<file path="config.mk">
export PLATFORM = sky130hd
export DESIGN_NAME = periodic_timer_bank_top
export DESIGN_NICKNAME = d
export VERILOG_FILES = /design/src/sv/ptb_pkg.sv /design/src/sv/ptb_step.sv /design/src/sv/periodic_timer_bank_top.sv
export SDC_FILE = /design/constraint.sdc
export NUM_CORES = 1
export LEC_CHECK = 0
export BUFFER_PORTS_ARGS = -buffer_cell sky130_fd_sc_hd__buf_4
export CAP_MARGIN = 20
export CORE_ASPECT_RATIO = 0.5
export CORE_MARGIN = 3
export CORE_UTILIZATION = 62
export DETAILED_ROUTE_END_ITERATION = 12
export GPL_ROUTABILITY_DRIVEN = 0
export GPL_TIMING_DRIVEN = 0
export PLACE_DENSITY = 0.77
export REMOVE_ABC_BUFFERS = 1
export SLEW_MARGIN = 20
export SYNTH_ARGS = -nofsm -noshare
export SYNTH_HDL_FRONTEND = slang
export SYNTH_SLANG_ARGS = --single-unit
export TNS_END_PERCENT = 20
</file>
<file path="constraint.sdc">
create_clock -name clock -period 7.1 [get_ports clock]
set_clock_uncertainty 0.2 [all_clocks]
set_input_delay 0.355 -clock clock [delete_from_list [all_inputs] [get_ports clock]]
set_output_delay 0.355 -clock clock [all_outputs]
set_load 0.02 [all_outputs]
</file>
<file path="src/sv/ptb_pkg.sv">
// shared constants, command codes and timer record type for the timer bank
package ptb_pkg;

   localparam int NUM_TIMERS   = 8;
   localparam int TICK_STEP_MS = 1;
   localparam int TIDX_W       = (NUM_TIMERS > 1) ? $clog2(NUM_TIMERS) : 1;
   localparam int MASK_W       = 8;

   localparam logic [7:0]  LOOP_FOREVER = 8'd255;
   localparam logic [31:0] TICK_STEP    = 32'(TICK_STEP_MS);

   localparam logic [2:0] CMD_TICK   = 3'd0;
   localparam logic [2:0] CMD_START  = 3'd1;
   localparam logic [2:0] CMD_STOP   = 3'd2;
   localparam logic [2:0] CMD_PAUSE  = 3'd3;
   localparam logic [2:0] CMD_RESUME = 3'd4;

   typedef struct packed {
      logic        active;
      logic        paused;
      logic [31:0] remaining;
      logic [31:0] reload;
      logic [7:0]  loops;
   } ptb_rec_type;

endpackage

</file>
<file path="src/sv/ptb_step.sv">
// shared per-timer update unit: one compare and subtract, then reload or stop
module ptb_step (
   input  ptb_pkg::ptb_rec_type cur,
   output ptb_pkg::ptb_rec_type nxt,
   output logic                 expired
);
   import ptb_pkg::*;

   always_comb begin
      nxt     = cur;
      expired = 1'b0;
      if (cur.active && !cur.paused) begin
         if (cur.remaining > TICK_STEP) begin
            nxt.remaining = cur.remaining - TICK_STEP;
         end else begin
            expired = 1'b1;
            if (cur.loops == LOOP_FOREVER) begin
               nxt.remaining = cur.reload;
            end else if (cur.loops > 8'd1) begin
               nxt.loops     = cur.loops - 8'd1;
               nxt.remaining = cur.reload;
            end else begin
               nxt.loops     = 8'd0;
               nxt.remaining = 32'd0;
               nxt.active    = 1'b0;
            end
         end
      end
   end

endmodule

</file>
<file path="src/sv/periodic_timer_bank_top.sv">
// periodic timer bank: command decode, timer walk sequencer and result register
//
// usage:
//   the req channel carries one command item: tick, start, stop, pause or
//   resume, with timer index, reload period and loop count. only a tick gives
//   a result item on the rsp channel: the mask of timers that expired on that
//   tick and the free-running millisecond count after it.
//   start, stop, pause and resume update the addressed timer and the block is
//   ready again on the next cycle. a tick walks the bank: one shared compare
//   and subtract unit visits one timer per cycle, then the result is loaded
//   into the output register. req_stall is high while a tick walks the bank.
//   the output register lets the block take the next command while a result
//   still waits; if the receiver stalls and a second tick finishes its walk,
//   the block holds req_stall until the older result has been taken.
//   reset (synchronous, active high) stops and clears every timer and zeroes
//   the time count; no result is pending after reset.
module periodic_timer_bank_top (
   input  logic        clock,
   input  logic        reset,
   input  logic        req_valid,
   output logic        req_stall,
   input  logic [2:0]  req_command,
   input  logic [2:0]  req_timer_index,
   input  logic [31:0] req_period_ms,
   input  logic [7:0]  req_loop_count,
   output logic        rsp_valid,
   input  logic        rsp_stall,
   output logic [7:0]  rsp_expired_mask,
   output logic [31:0] rsp_time_ms
);
   import ptb_pkg::*;

   typedef enum logic [1:0] {
      ST_IDLE,
      ST_WALK,
      ST_DELIVER
   } state_type;

   localparam logic [TIDX_W-1:0] LAST_IDX = TIDX_W'(NUM_TIMERS - 1);

   state_type          state_ff, state_in;
   logic [TIDX_W-1:0]  walk_idx_ff, walk_idx_in;
   logic [MASK_W-1:0]  mask_ff, mask_in;
   logic [31:0]        tick_count_ff, tick_count_in;
   logic               rsp_valid_ff, rsp_valid_in;
   logic [MASK_W-1:0]  rsp_mask_ff, rsp_mask_in;
   logic [31:0]        rsp_time_ff, rsp_time_in;

   ptb_rec_type        timers_ff [NUM_TIMERS];

   logic               req_take;
   logic [TIDX_W-1:0]  cmd_idx;
   logic               cmd_idx_ok;
   logic [TIDX_W-1:0]  rd_idx;
   ptb_rec_type        rd_rec;
   ptb_rec_type        step_rec;
   logic               step_expired;
   logic               wr_en;
   logic [TIDX_W-1:0]  wr_idx;
   ptb_rec_type        wr_rec;

   assign req_stall  = (state_ff != ST_IDLE);
   assign req_take   = req_valid && !req_stall;
   assign cmd_idx    = TIDX_W'(req_timer_index);
   assign cmd_idx_ok = (32'(req_timer_index) < 32'(NUM_TIMERS));

   // single read port, shared by command decode and the walk
   assign rd_idx = (state_ff == ST_WALK) ? walk_idx_ff : cmd_idx;
   assign rd_rec = timers_ff[rd_idx];

   ptb_step u_step (
      .cur     (rd_rec),
      .nxt     (step_rec),
      .expired (step_expired)
   );

   always_comb begin
      state_in      = state_ff;
      walk_idx_in   = walk_idx_ff;
      mask_in       = mask_ff;
      tick_count_in = tick_count_ff;
      rsp_valid_in  = rsp_valid_ff;
      rsp_mask_in   = rsp_mask_ff;
      rsp_time_in   = rsp_time_ff;
      wr_en         = 1'b0;
      wr_idx        = rd_idx;
      wr_rec        = rd_rec;

      if (rsp_valid_ff && !rsp_stall) begin
         rsp_valid_in = 1'b0;
      end

      unique case (state_ff)
         ST_IDLE: begin
            if (req_take) begin
               if (req_command == CMD_TICK) begin
                  tick_count_in = tick_count_ff + TICK_STEP;
                  walk_idx_in   = '0;
                  mask_in       = '0;
                  state_in      = ST_WALK;
               end else if (cmd_idx_ok) begin
                  case (req_command)
                     CMD_START: begin
                        wr_en            = 1'b1;
                        wr_rec.active    = 1'b1;
                        wr_rec.paused    = 1'b0;
                        wr_rec.remaining = req_period_ms;
                        wr_rec.reload    = req_period_ms;
                        wr_rec.loops     = req_loop_count;
                     end
                     CMD_STOP: begin
                        wr_en            = 1'b1;
                        wr_rec.active    = 1'b0;
                        wr_rec.paused    = 1'b0;
                        wr_rec.remaining = 32'd0;
                     end
                     CMD_PAUSE: begin
                        wr_en = rd_rec.active;
                        wr_rec.paused = 1'b1;
                     end
                     CMD_RESUME: begin
                        wr_en = rd_rec.active;
                        wr_rec.paused = 1'b0;
                     end
                     default: begin
                        wr_en = 1'b0;
                     end
                  endcase
               end
            end
         end
         ST_WALK: begin
            wr_en   = 1'b1;
            wr_rec  = step_rec;
            // timers beyond the mask width shift out of it
            mask_in = mask_ff | (MASK_W'(step_expired) << walk_idx_ff);
            if (walk_idx_ff == LAST_IDX) begin
               state_in = ST_DELIVER;
            end else begin
               walk_idx_in = walk_idx_ff + 1'b1;
            end
         end
         ST_DELIVER: begin
            if (!rsp_valid_ff || !rsp_stall) begin
               rsp_valid_in = 1'b1;
               rsp_mask_in  = mask_ff;
               rsp_time_in  = tick_count_ff;
               state_in     = ST_IDLE;
            end
         end
         default: begin
            state_in = ST_IDLE;
         end
      endcase
   end

   always_ff @(posedge clock) begin
      if (reset) begin
         state_ff      <= ST_IDLE;
         walk_idx_ff   <= '0;
         mask_ff       <= '0;
         tick_count_ff <= 32'd0;
         rsp_valid_ff  <= 1'b0;
         for (int i = 0; i < NUM_TIMERS; i++) begin
            timers_ff[i] <= '0;
         end
      end else begin
         state_ff      <= state_in;
         walk_idx_ff   <= walk_idx_in;
         mask_ff       <= mask_in;
         tick_count_ff <= tick_count_in;
         rsp_valid_ff  <= rsp_valid_in;
         if (wr_en) begin
            timers_ff[wr_idx] <= wr_rec;
         end
      end
      rsp_mask_ff <= rsp_mask_in;
      rsp_time_ff <= rsp_time_in;
   end

   assign rsp_valid        = rsp_valid_ff;
   assign rsp_expired_mask = rsp_mask_ff;
   assign rsp_time_ms      = rsp_time_ff;

   // a tick starts a walk from timer zero
   a_tick_walks: assert property (@(posedge clock) disable iff (reset)
      (req_take && req_command == CMD_TICK) |=> (state_ff == ST_WALK && walk_idx_ff == '0))
      else $error("tick did not start walk at timer zero");

   // commands other than tick never produce a result
   a_cmd_no_rsp: assert property (@(posedge clock) disable iff (reset)
      (req_take && req_command != CMD_TICK && !rsp_valid_ff) |=> !rsp_valid_ff)
      else $error("non-tick command produced a result");

   // a new result only appears after the walk has finished
   a_rsp_after_walk: assert property (@(posedge clock) disable iff (reset)
      $rose(rsp_valid_ff) |-> ($past(state_ff) == ST_DELIVER))
      else $error("result raised outside delivery");

   // time count advances only when a tick is taken
   a_time_on_tick: assert property (@(posedge clock) disable iff (reset)
      !(req_take && req_command == CMD_TICK) |=> $stable(tick_count_ff))
      else $error("time count changed without a tick");

endmodule

</file>
==> impl_metrics.csv, run 1 <==
group,metric,value,unit
sta,fin_tns_setup,0,ps
critical_path,slowest_delay,840,ps
layout,n_fill_cell,3097,
clock_tree,cts_tree,"built",
critical_path,cp_common_cell,"nor2_1",
grt,grt.overflow.total,0,
critical_path,crit_fanout,57,
place,dp_hpwl,53.5,mm
floorplanning,die_x,320,um
critical_path,crit_type,"register to register",
yosys,synthDistinctLibCells,81,
floorplanning,coreArea,47800,um^2
critical_path,worst_ep_arrival_time,7000,ps
sta,slew_headroom,14.8,%
routing,wl,93.1,mm
routing,routed-wl-met2,41.9,mm
floorplanning,start_util,64.0,%
sta,rsz0062_at_grt,"false",
yosys,synth_seq_area_share,65.1,%
clock_tree,root_buffer,"clkbuf_16",
yosys,synth_adder_area_share,0.327,%
yosys,synth_area_per_cell,11.3,um^2
routing,first_iter_violations,4015,
critical_path,path_cells,"nand2b_4 -> a21o_4 -> buf_16 -> mux2i_1 -> o22a_1 -> nand2_1 -> inv_1 -> ha_1 -> nor2_1 -> a211oi_1 -> nand4_1 -> or4_4 -> or3_1 -> a211o_1 -> a221oi_2 -> nor2_1",
place,place_area,32800,um^2
critical_path,cpLargestDelayFamily,"simple AND/OR/NAND/NOR gates",
clock_tree,clock_sinks,678,
routing,wl_per_cell,27.2,um
min_path,hold_path.class,"input pin to register",
layout,antenna_cells,0,
clock_tree,clk_pin_slew,70,ps
routing,via_count,23700,
critical_path,path_buf_inv,2,
yosys,synth_edf_count,632,
grt,antenna_found_initial,1,
sta,layout_min_cycle_time,6850,ps
layout,multi_input_area,10200,um^2
clock_tree,cts_buffer_depth,3,
floorplanning,fp.dieArea,52200,um^2
layout,layoutNonFillerInstCount,3427,
place,port-buffer-count,91,
yosys,synth.most_common_cell,"nor2_1",
yosys,synth_top_area_share,62.0,%
critical_path,end_kind,"register",
pwr,powerDensity,254,nW/um^2
sta,timing.fmax,0.146,GHz
critical_path,cp_data_required_time,7260,ps
yosys,synth_top_cell_by_area,"edfxtp_1",
yosys,netlist_area,30600,um^2
routing,drt_pre_antenna_iters,7,
layout,fin_nets,2799,
yosys,synth_top_family_by_area,"simple AND/OR/NAND/NOR gates",
clock_tree,h-tree-depth,2,
grt,track_usage,35.1,%
sta,post-route-period-util,96.4,%
run_status,status,"finished, final reports clean",
routing,route.met3.wl,14.6,mm
routing,top_layer,"met5",
critical_path,critPathLaunchType,"register",
yosys,synth_simple_gate_area_share,16.2,%
grt,grt_pass1_wl,137,mm
yosys,async_flop_share,0,%
routing,viasPerCell,6.90,
floorplanning,die_h,163,um
yosys,synth-compound-area-share,12.8,%
yosys,yosys_register_bits,678,
grt,grt_pass1_vias,22900,
layout,drive_gt1_share,11.9,%
yosys,synth.area.top_cells,"edfxtp_1 62%, nor2_1 7.9%, nand2_1 3.1%",
yosys,yosysWarningCount,0,
sta,slew_viol_final,0,
yosys,ys.flop_type,"edfxtp_1",
clock_tree,cts_made_buffers,57,
yosys,muxShareOfSynthArea,1.42,%
sta,worst_pin_slew,1270,ps
yosys,yosys.area_share.xor_xnor,1.00,%
grt,grt_max_degree,63,
run,cap_violations,0,
place,pre_cts_slack,-912,ps
clock_tree,insertion_delay,630,ps
pwr,leakage,0.0123,uW
pwr,ir_worst_vdd,0.000170,V
layout,design_area,35000,um^2
yosys,synth_cells,2707,
routing,postRouteAntennaNets,0,
pwr,p_total,8890,uW
place,numPlacedInstances,3302,
layout,syn2layout_area_growth,14.4,%
floorplanning,row_count,56,
sta,worst_slack,252,ps
critical_path,critical-path-slowest-cell,"or4_4",
sta,hold_viol_final,0,
layout,ff_latch_area,19900,um^2
routing,drc_errors,0,
routing,drt-met1-wl,32.5,mm
sta,final-setup-viol-count,0,
floorplanning,ios,92,
yosys,synth.top_cells.by_count,"645 x nor2_1, 632 x edfxtp_1, 254 x nand2_1",
[cell usage in the layout, fill, tap and decap left out, drive strengths merged, types with 23 or more instances in the layout]
cell type / Yosys / layout
inv: 40 / 41
nand3: 31 / 31
a21oi: 104 / 104
dfxtp: 46 / 46
a22oi: 103 / 103
a211oi: 77 / 77
nor2: 647 / 647
nor2b: 43 / 43
edfxtp: 632 / 632
mux2i: 32 / 32
nor3: 60 / 60
clkbuf: 127 / 76
nand2: 254 / 254
o21ai: 83 / 83
o22ai: 59 / 59
nand2b: 21 / 23
buf: 63 / 149
clkinv: 0 / 28
[area by class of cell]
cell class              count  share of cell area (%)
repair buffers            161                    5.75
clock buffers              72                    4.77
inverters                  40                   0.429
well taps                 638                    2.28
flip-flops and latches    678                    56.9
clock inverters            35                   0.883
multi-input cells        1803                    29.0
[per-layer routing]
| metal | track usage, % | vias up |
|---|---|---|
| met5 | 0 | - |
| met4 | 13.9 | 2 |
| met3 | 8.18 | 341 |
| met2 | 55.9 | 2063 |
| met1 | 47.6 | 11200 |
| li1 | - | 10100 |
[metrics by stage]
step	util [%]	hold WS, ps
after floorplan	-	208
after global placement	65.4	221
after detailed placement	68.7	232
after CTS	73.0	5.37
after global routing	73.2	48.4
final	73.2	33.0
[sequential cells by signal, summed over array words and instances, names as in the netlist]
signal / cells
tick_count_ff: 32
rsp_valid: 1
walk_idx_ff: 3
mask_ff: 8
rsp_time_ms: 32
timers_ff: 592
rsp_expired_mask: 8
state_ff: 2
[worst register-to-register path, stage by stage, from the launching register on]
cell and delay [ps]:
dfxtp_2 710, nand2b_4 510, a21o_4 440, buf_16 320, mux2i_1 290, o22a_1 160, nand2_1 150, inv_1 140
ha_1 360, nor2_1 90, a211oi_1 530, nand4_1 370, or4_4 840, or3_1 460, a211o_1 350, a221oi_2 550
nor2_1 90
[worst paths after layout]
kind	start	endpoint	slack, ps	cells after the start
worst min-delay path	req_period_ms[31]	timers_ff[5][39]	30	3
worst min register to register	mask_ff[1]	rsp_expired_mask[1]	250	0
worst max-delay path	state_ff[1]	timers_ff[4][0]	250	16
worst max register to register	state_ff[1]	timers_ff[4][0]	250	16
[logic make-up after synthesis]
logic type | after synthesis
AND/OR/NAND/NOR | 1153
adder cells (fa/ha/maj) | 8
AO/OA/AOI/OAI | 562
multiplexers | 41
flip-flops | 678
buffers and inverters | 230
XOR/XNOR | 35
[report_power, final]
group          internal, uW  switching (uW)
clock                  1850            1460
combinational           304             735
sequential             4500            46.1
[what timing repair did]
| action | 4_1_cts | 5_1_grt |
|---|---|---|
| endpoints found under the setup margin | 264 | 247 |
| setup buffers | 1 | 0 |
| hold endpoints to repair | 56 | 2 |
| gates cloned | 1 | 3 |
| gates resized for setup | 9 | 8 |
| hold buffers | 7 | 1 |
| pin swaps | 1 | 2 |
Power figures use the tool's default switching activity.
==> inputs of run 2 (changes only) <==
--- a/config.mk
+++ b/config.mk
@@ -5,15 +5,15 @@
 export SDC_FILE = /design/constraint.sdc
 export NUM_CORES = 1
 export LEC_CHECK = 0
-export BUFFER_PORTS_ARGS = -buffer_cell sky130_fd_sc_hd__buf_4
 export CAP_MARGIN = 20
 export CORE_ASPECT_RATIO = 0.5
 export CORE_MARGIN = 3
-export CORE_UTILIZATION = 62
+export CORE_UTILIZATION = 64
 export DETAILED_ROUTE_END_ITERATION = 12
+export DONT_BUFFER_PORTS = 1
 export GPL_ROUTABILITY_DRIVEN = 0
 export GPL_TIMING_DRIVEN = 0
-export PLACE_DENSITY = 0.77
+export PLACE_DENSITY = 0.78
 export REMOVE_ABC_BUFFERS = 1
 export SLEW_MARGIN = 20
 export SYNTH_ARGS = -nofsm -noshare
==> run 2 against run 1 <==
  * Die area down 3.0%
  * Flip-flop and latch count unchanged
  * Critical path depth up 2
  * The flow now finishes with violations (hold timing)
  * Routed wire length up 0.33%
  * Total power down 1.8%
  * Maximum frequency down 2.0%
  * Combinational power about the same
  * Worst setup slack worse by 140 ps
  * Count of clock-buffer cells in the layout up 10
  * Largest cell class unchanged
  * Sequential power about the same
  * Non-clock buffer count down 49
  * Cell area down 1.1%
==> impl_metrics.csv, run 2 (synthesized netlist as in run 1, its figures left out) <==
group,metric,value,unit
critical_path,cp_data_required_time,7230,ps
floorplanning,coreArea,46200,um^2
clock_tree,clock_sinks,678,
routing,first_iter_violations,4267,
pwr,clockPowerShare,36.2,%
run,cap_violations,0,
sta,worst_pin_slew,1120,ps
place,port-buffer-count,0,
clock_tree,cts_tree,"built",
layout,layoutNonFillerInstCount,3366,
layout,syn2layout_area_growth,13.2,%
place,pre_cts_slack,-823,ps
pwr,powerDensity,252,nW/um^2
layout,largest_reg_flops,592,
critical_path,reg2regPathDepth,18,
floorplanning,die_h,161,um
grt,grt.overflow.total,0,
layout,regMostFlops,"timers_ff",
min_path,hold_depth,3,
min_path,hold_path_end,"timers_ff[3][49]",
layout,layout_commonest_cell,"nor2_1",
clock_tree,root_buffer,"clkbuf_16",
critical_path,crit_fanout,60,
grt,antenna_found_initial,0,
layout,n_fill_cell,2881,
critical_path,critPathLaunchType,"register",
sta,fin_tns_setup,0,ps
routing,drc_errors,0,
place,numPlacedInstances,3200,
clock_tree,h-tree-depth,2,
pwr,seqPwrFrac,52.0,%
layout,fin_nets,2748,
critical_path,crit_type,"register to register",
pwr,ir_worst_vdd,0.000182,V
floorplanning,row_count,55,
sta,slew_headroom,25.0,%
routing,via_count,23800,
critical_path,rr_endpoint,"timers_ff[2][1]",
routing,drt_pre_antenna_iters,8,
layout,drive_gt1_share,8.55,%
pwr,p_sw,2220,uW
run_status,violations,"hold timing",
pwr,internal_power,6510,uW
floorplanning,fp.dieArea,50600,um^2
pwr,p_comb_share,11.8,%
pwr,p_sw_share,25.4,%
floorplanning,die_x,315,um
clock_tree,cts_made_buffers,56,
sta,post-route-period-util,98.4,%
routing,wl,93.4,mm
sta,final-setup-viol-count,0,
place,dp_hpwl,53.2,mm
pwr,leakage,0.0120,uW
routing,postRouteAntennaNets,0,
grt,grt_pass1_vias,22800,
routing,viasPerCell,7.07,
critical_path,end_kind,"register",
grt,track_usage,36.1,%
sta,timing.fmax,0.143,GHz
grt,grt_max_degree,63,
clock_tree,insertion_delay,630,ps
clock_tree,cts_buffer_depth,3,
routing,wl_per_cell,27.8,um
sta,hold_slack,-7.82,ps
clock_tree,clk_pin_slew,70,ps
min_path,hold_path.startpoint,"req_valid",
min_path,hold_path.class,"input pin to register",
sta,worst_slack,111,ps
grt,grt_pass1_wl,138,mm
critical_path,r2r_start,"state_ff[1]",
layout,final_util,75.0,%
sta,layout_min_cycle_time,6990,ps
floorplanning,start_util,66.2,%
critical_path,worst_ep_arrival_time,7120,ps
run_status,status,"finished with violations",
sta,hold_viol_final,2,
critical_path,worst-r2r-setup-slack,110,ps
layout,final_cell_mix,"636 x nor2_1, 632 x edfxtp_1, 245 x nand2_1",
sta,slew_viol_final,0,
floorplanning,ios,92,
[run 2: final cells by class]
type | instances | area (um^2) | share of cell area [%]
flip-flops and latches | 678 | 19900 | 57.5
inverters | 40 | 150 | 0.434
repair buffers | 112 | 1770 | 5.11
multi-input cells | 1802 | 10200 | 29.4
clock buffers | 82 | 1640 | 4.74
clock inverters | 24 | 194 | 0.560
diodes | 1 | 2.50 | 0.00723
well taps | 627 | 785 | 2.27
[run 2: repair_timing]
action / in CTS / in global routing
pin swaps: 1 / 2
gates resized for setup: 9 / 6
hold buffers: 45 / 5
setup buffers: 1 / 3
setup endpoints to repair: 296 / 216
endpoints found under the hold margin: 462 / 14
cloned: 1 / 2
[run 2: metrics by stage]
| stage | power [uW] | hold slack (ps) | instance area, um^2 |
|---|---|---|---|
| final | 8730 | -7.82 | 34600 |
| after global routing | 8940 | 3.79 | 34600 |
| after CTS | 8650 | 4.13 | 34400 |
| after detailed placement | 5560 | 227 | 32100 |
| after global placement | 5490 | 213 | 30600 |
| after floorplan | 5190 | 208 | 29800 |
[run 2: worst max-delay path by stage]
stage,slack (ps),startpoint,to
floorplan,-2140,walk_idx_ff[0],timers_ff[5][0]
global placement,-12250,state_ff[0],timers_ff[0][8]
detailed placement,-820,state_ff[1],timers_ff[6][1]
CTS,-8,walk_idx_ff[0],timers_ff[2][59]
global route,-2,state_ff[1],timers_ff[0][1]
finish,110,state_ff[1],timers_ff[2][1]
[run 2: critical path: stages (launching register included)]
cell and delay [ps]:
dfxtp_2 670, nand2b_4 500, a21o_4 490, buf_16 330, buf_16 310, mux2i_1 240, o22a_1 150, nand2_1 160
inv_1 150, ha_1 370, nor2_1 70, a211oi_1 450, nand4_1 300, or4_4 810, or3_1 430, a211o_1 360
a222oi_1 310, buf_4 220, nor2_1 50
[run 2: power by group through the flow]
stage          Sequential, uW  Clock [uW]  Combinational (uW)
2_1_floorplan            4630           0                 563
3_3_place_gp             4650           0                 839
3_5_place_dp             4630           0                 938
4_1_cts                  4540        3130                 976
5_1_grt                  4550        3310                1080
6_report                 4540        3160                1030
[run 2: metal layers]
layer	wire, um	track usage [%]	share of wire [%]
met5	0	0	0
met4	3580	13.8	3.8
met3	14800	10.4	16
met2	42500	56.6	46
met1	32500	48.3	35
